$ cat config.mk
export PLATFORM = sky130hd
export DESIGN_NAME = lpb_scale
export DESIGN_NICKNAME = d
export VERILOG_FILES = /design/src/hdl/lpb_pkg.sv /design/src/hdl/lpb_scale.sv
export SDC_FILE = /design/constraint.sdc
export NUM_CORES = 1
export LEC_CHECK = 0
export ABC_AREA = 1
export BUFFER_PORTS_ARGS = -buffer_cell sky130_fd_sc_hd__buf_2
export CORE_MARGIN = 10
export CORE_UTILIZATION = 30
export CTS_BUF_LIST = sky130_fd_sc_hd__clkbuf_2
export DETAILED_ROUTE_END_ITERATION = 8
export SKIP_LAST_GASP = 1
export SYNTH_ARGS = -nofsm -noshare
export SYNTH_HDL_FRONTEND = slang
export SYNTH_SLANG_ARGS = --single-unit
$ cat constraint.sdc
create_clock -name clk_i -period 6.5 [get_ports clk_i]
set_clock_uncertainty 0.05 [all_clocks]
set_input_delay 1.3 -clock clk_i [delete_from_list [all_inputs] [get_ports clk_i]]
set_output_delay 1.3 -clock clk_i [all_outputs]
set_load 0.05 [all_outputs]
$ cat src/hdl/lpb_pkg.sv
// ----------------------------------------------------------------------------
// lpb_pkg: shared types and constants of the LED pixel buffer engine
// Pixel layout, command codes, mix-mode bits, store port bundle and the
// reciprocal used by the brightness scaler.
// ----------------------------------------------------------------------------
`default_nettype none

package lpb_pkg;

  // Pixel store geometry
  localparam int LED_MAX = 1024;
  localparam int IDX_W   = $clog2(LED_MAX);
  localparam int CNT_W   = 11;             // count and strip_length width
  localparam int POS_W   = 16;
  localparam int CH_W    = 8;
  localparam int NCH     = 3;

  localparam logic [CNT_W-1:0] LED_MAX_C = CNT_W'(LED_MAX);

  // Channel lanes inside a pixel
  localparam int CH_R = 0;
  localparam int CH_G = 1;
  localparam int CH_B = 2;

  // Mix-mode bits, in priority order
  localparam int MIX_OR_BIT   = 0;
  localparam int MIX_XOR_BIT  = 1;
  localparam int MIX_OVER_BIT = 2;
  localparam logic [NCH-1:0] MIX_OVER_M = NCH'(1) << MIX_OVER_BIT;
  localparam logic [NCH-1:0] CH_ALL_M   = '1;

  // value*brightness/100 == (p * 83887) >> 23 for every p up to 255*255
  localparam int              SCALE_SHIFT = 23;
  localparam int              RECIP_W     = 17;
  localparam logic [RECIP_W-1:0] SCALE_RECIP = RECIP_W'(83887);
  localparam int              PROD_W      = 2 * CH_W;
  localparam int              WIDE_W      = PROD_W + RECIP_W;

  typedef logic [NCH-1:0][CH_W-1:0] pixel_t;

  typedef enum logic [2:0] {
    CMD_WRITE    = 3'd0,
    CMD_READ     = 3'd1,
    CMD_FILL     = 3'd2,
    CMD_ROT_FWD  = 3'd3,
    CMD_ROT_BACK = 3'd4,
    CMD_FADE     = 3'd5
  } cmd_e;

  // One read and one write port request toward the pixel store
  typedef struct packed {
    logic             rd_en;
    logic [IDX_W-1:0] rd_addr;
    logic             wr_en;
    logic [IDX_W-1:0] wr_addr;
    pixel_t           wr_data;
  } store_req_t;

endpackage

`default_nettype wire

$ cat src/hdl/lpb_scale.sv
// ----------------------------------------------------------------------------
// lpb_scale: brightness scaler
// Two-stage unit: multiply each channel by brightness, then divide by 100
// through a reciprocal multiply.
// ----------------------------------------------------------------------------
`default_nettype none

module lpb_scale
  import lpb_pkg::*;
(
  input  wire logic            clk_i,
  input  wire pixel_t          pix_i,
  input  wire logic [CH_W-1:0] bright_i,
  output pixel_t               pix_o
);

  logic [NCH-1:0][PROD_W-1:0] prod_q;
  logic [NCH-1:0][WIDE_W-1:0] wide;
  pixel_t                     quot_q;

  always_ff @(posedge clk_i) begin
    for (int c = 0; c < NCH; c++) begin
      prod_q[c] <= PROD_W'(pix_i[c]) * PROD_W'(bright_i);
    end
  end

  always_comb begin
    for (int c = 0; c < NCH; c++) begin
      wide[c] = WIDE_W'(prod_q[c]) * WIDE_W'(SCALE_RECIP);
    end
  end

  // keep the low byte of the quotient
  always_ff @(posedge clk_i) begin
    for (int c = 0; c < NCH; c++) begin
      quot_q[c] <= wide[c][SCALE_SHIFT +: CH_W];
    end
  end

  assign pix_o = quot_q;

endmodule

`default_nettype wire

==> results.json <==
{
  "ys.flop_type": "dfxtp_1",
  "fin_tns_setup_ns": 0,
  "netlist_instances": 2858,
  "finalSetupViolCount": 0,
  "use_met1_pct": 16.78,
  "grt_usage_pct": 12.07,
  "die_w_um": 299.3,
  "areaGrowthSynthToFinish_pct": 6.692,
  "rows": 102,
  "netlist_area_um2": 23410,
  "use_met2_pct": 19.77,
  "rsz0062_at_grt": "no",
  "max_freq_mhz": 197.1,
  "start_kind": "register",
  "slew_headroom_pct": 63.36,
  "routed_via_density": 4.255,
  "crit_type": "register to register",
  "antenna_found_initial": 18,
  "finalNonFillerCells": 3937,
  "fin_crit_ns": 5.073,
  "wl_per_cell_um": 13.27,
  "pre_cts_ws_ns": 1.182,
  "ant_nets": 0,
  "cts.clk_slew.worst_paths_ns": 0.24,
  "initial_core_util_pct": 30.22,
  "syn_nets": 3776,
  "dpl-instance-area_um2": 24840,
  "cap_violations": 0,
  "dp_hpwl_um": 47290,
  "yosysWarnings": 0,
  "die-height_um": 299.3,
  "coreArea_um2": 77470,
  "status": "completed",
  "grt_max_degree": 25,
  "post-route-drc-count": 0,
  "setup_slack_ns": 1.427,
  "post-cts-setup-buffers": 0,
  "htree_levels": 3,
  "die_area_um2": 89610,
  "grt_pass1_vias": 17586,
  "cts_buffers": 9,
  "synth_seq_cells": 72,
  "hold_path_class": "input pin to register",
  "synthArstFlopShare_pct": 0,
  "grt_pass1_wl_um": 88330,
  "cts_resized": 0,
  "busiest_layer": "met2",
  "filler_cell_count": 8346,
  "synth.avg_cell_area_um2": 8.191,
  "drt-initial-drc-count": 740,
  "insertion_delay_ns": 0.75,
  "cp-end-kind": "register",
  "cts_num_sinks": 72,
  "pin_count": 57,
  "via_count": 16752,
  "drive_gt1_share_pct": 3.183,
  "cts-root-buf": "clkbuf_2",
  "synth_edf_count": 0,
  "min_period_over_period_pct": 78.04,
  "yosysUniqueCellTypes": 31,
  "hold_violations": 0,
  "nets": 3803,
  "cp_max_fo": 6,
  "wl_um": 52230,
  "cts_max_path_buffers": 2,
  "drtPass1Iterations": 5,
  "ctsHoldBuffers": 0,
  "place_inst": 3914,
  "finalWeightedCongestion": 0.8710,
  "cts_tree": "built",
  "arrival_ns": 5.69,
  "grt-ovfl-total": 0,
  "critical_path_required_ns": 7.12,
  "final_cell_area_um2": 24980,
  "ys_seq_area_share_pct": 6.157,
  "grt_use_met3_pct": 1.665,
  "maxSlewViolCount": 0,
  "tightest_slew_ns": 0.5488,
  "io_buffer_count": 56
}
==> worst max-delay path, stage by stage, from the launching register on <==
cell	delay, ns
dfxtp_1	0.60
inv_1	0.14
fa_1	0.56
fa_1	0.51
inv_1	0.05
fa_1	0.50
fa_1	0.43
fa_1	0.50
inv_1	0.05
fa_1	0.47
inv_1	0.04
ha_1	0.32
nand2_1	0.08
nor2_1	0.17
nand2_1	0.13
nor4_2	0.14
nand2_1	0.14
nand3_1	0.09
nand2_1	0.06
==> state kept, by name (all words and copies together), names as in the netlist <==
register,flops
prod_q,48
pix_o,24
==> synthesized netlist by cell type (4+ instances only) <==
master / n / area (um2)
buf_1: 4 / 15.01
nor2_1: 113 / 424.2
xor2_1: 25 / 219.0
nand4_1: 8 / 50.05
nand2_2: 4 / 25.02
a21oi_1: 105 / 525.5
nand3_1: 68 / 340.3
nand2_1: 529 / 1986
nor3_1: 19 / 95.09
a21boi_0: 9 / 67.56
o21ai_0: 48 / 240.2
fa_1: 396 / 7928
nor4_1: 4 / 25.02
ha_1: 489 / 6118
o21bai_1: 16 / 120.1
clkbuf_1: 36 / 135.1
xnor2_1: 23 / 201.4
dfxtp_1: 72 / 1441
or2_2: 6 / 37.54
inv_1: 860 / 3228
a21o_1: 9 / 67.56
==> final cells by class <==
| class | instances | area [um2] | share of cell area, % |
|---|---|---|---|
| clock inverter | 7 | 72.57 | 0.2906 |
| timing repair buffer | 56 | 280.3 | 1.122 |
| inverter | 862 | 3236 | 12.95 |
| tap | 1040 | 1301 | 5.210 |
| clock buffer | 9 | 45.04 | 0.1803 |
| multi-input combinational | 1884 | 18580 | 74.40 |
| antenna | 7 | 17.52 | 0.07013 |
| sequential | 72 | 1441 | 5.771 |
==> placed cells by master, fill, tap and decap left out, types with 6 or more instances in the layout <==
| cell | n |
|---|---|
| a21boi_0 | 9 |
| a21o_1 | 9 |
| a21oi_1 | 105 |
| buf_2 | 56 |
| clkbuf_2 | 9 |
| dfxtp_1 | 72 |
| diode_2 | 7 |
| fa_1 | 396 |
| ha_1 | 489 |
| inv_1 | 860 |
| nand2_1 | 529 |
| nand3_1 | 68 |
| nand4_1 | 8 |
| nor2_1 | 113 |
| nor3_1 | 19 |
| o21ai_0 | 48 |
| o21bai_1 | 16 |
| or2_2 | 6 |
| xnor2_1 | 23 |
| xor2_1 | 25 |
==> final timing paths <==
kind	startpoint	endpoint	slack, ns	cells past startpoint
setup / recovery	prod_q[30]$_DFF_P_	pix_o[12]$_DFF_P_	1.43	18
hold / removal	pix_i[8]	prod_q[16]$_DFF_P_	0.84	3
setup reg to reg	prod_q[30]$_DFF_P_	pix_o[12]$_DFF_P_	1.43	18
hold reg to reg	prod_q[33]$_DFF_P_	pix_o[21]$_DFF_P_	0.99	7
==> kinds of logic (layout without fill, tap and decap cells) <==
family                   count (synthesis)  in the layout  share of synthesized area, %
buffers and inverters                  902            934                         14.46
adder cells (fa/ha/maj)                885            885                         60.00
AND/OR/NAND/NOR                        756            756                         12.94
AO/OA/AOI/OAI                          195            195                         4.645
flip-flops                              72             72                         6.157
XOR/XNOR                                48             48                         1.796
other                                    0              7                             0
==> layer usage <==
layer / part of all wire (%) / vias to the layer above
li1: - / 8585
met1: 49 / 7897
met2: 46 / 211
met3: 3.5 / 51
met4: 1.4 / 8
met5: 0.12 / -
==> through the flow <==
step	hold WS (ns)	util, %
after floorplan	0.8034	-
after global placement	1.023	32.07
after detailed placement	1.024	32.07
after CTS	0.7444	32.22
after global routing	0.7743	32.24
final	0.8428	32.24
Power is left out: the tool's default activity adds up to more than one toggle a clock period on the data nets, which glitch-free logic cannot reach.
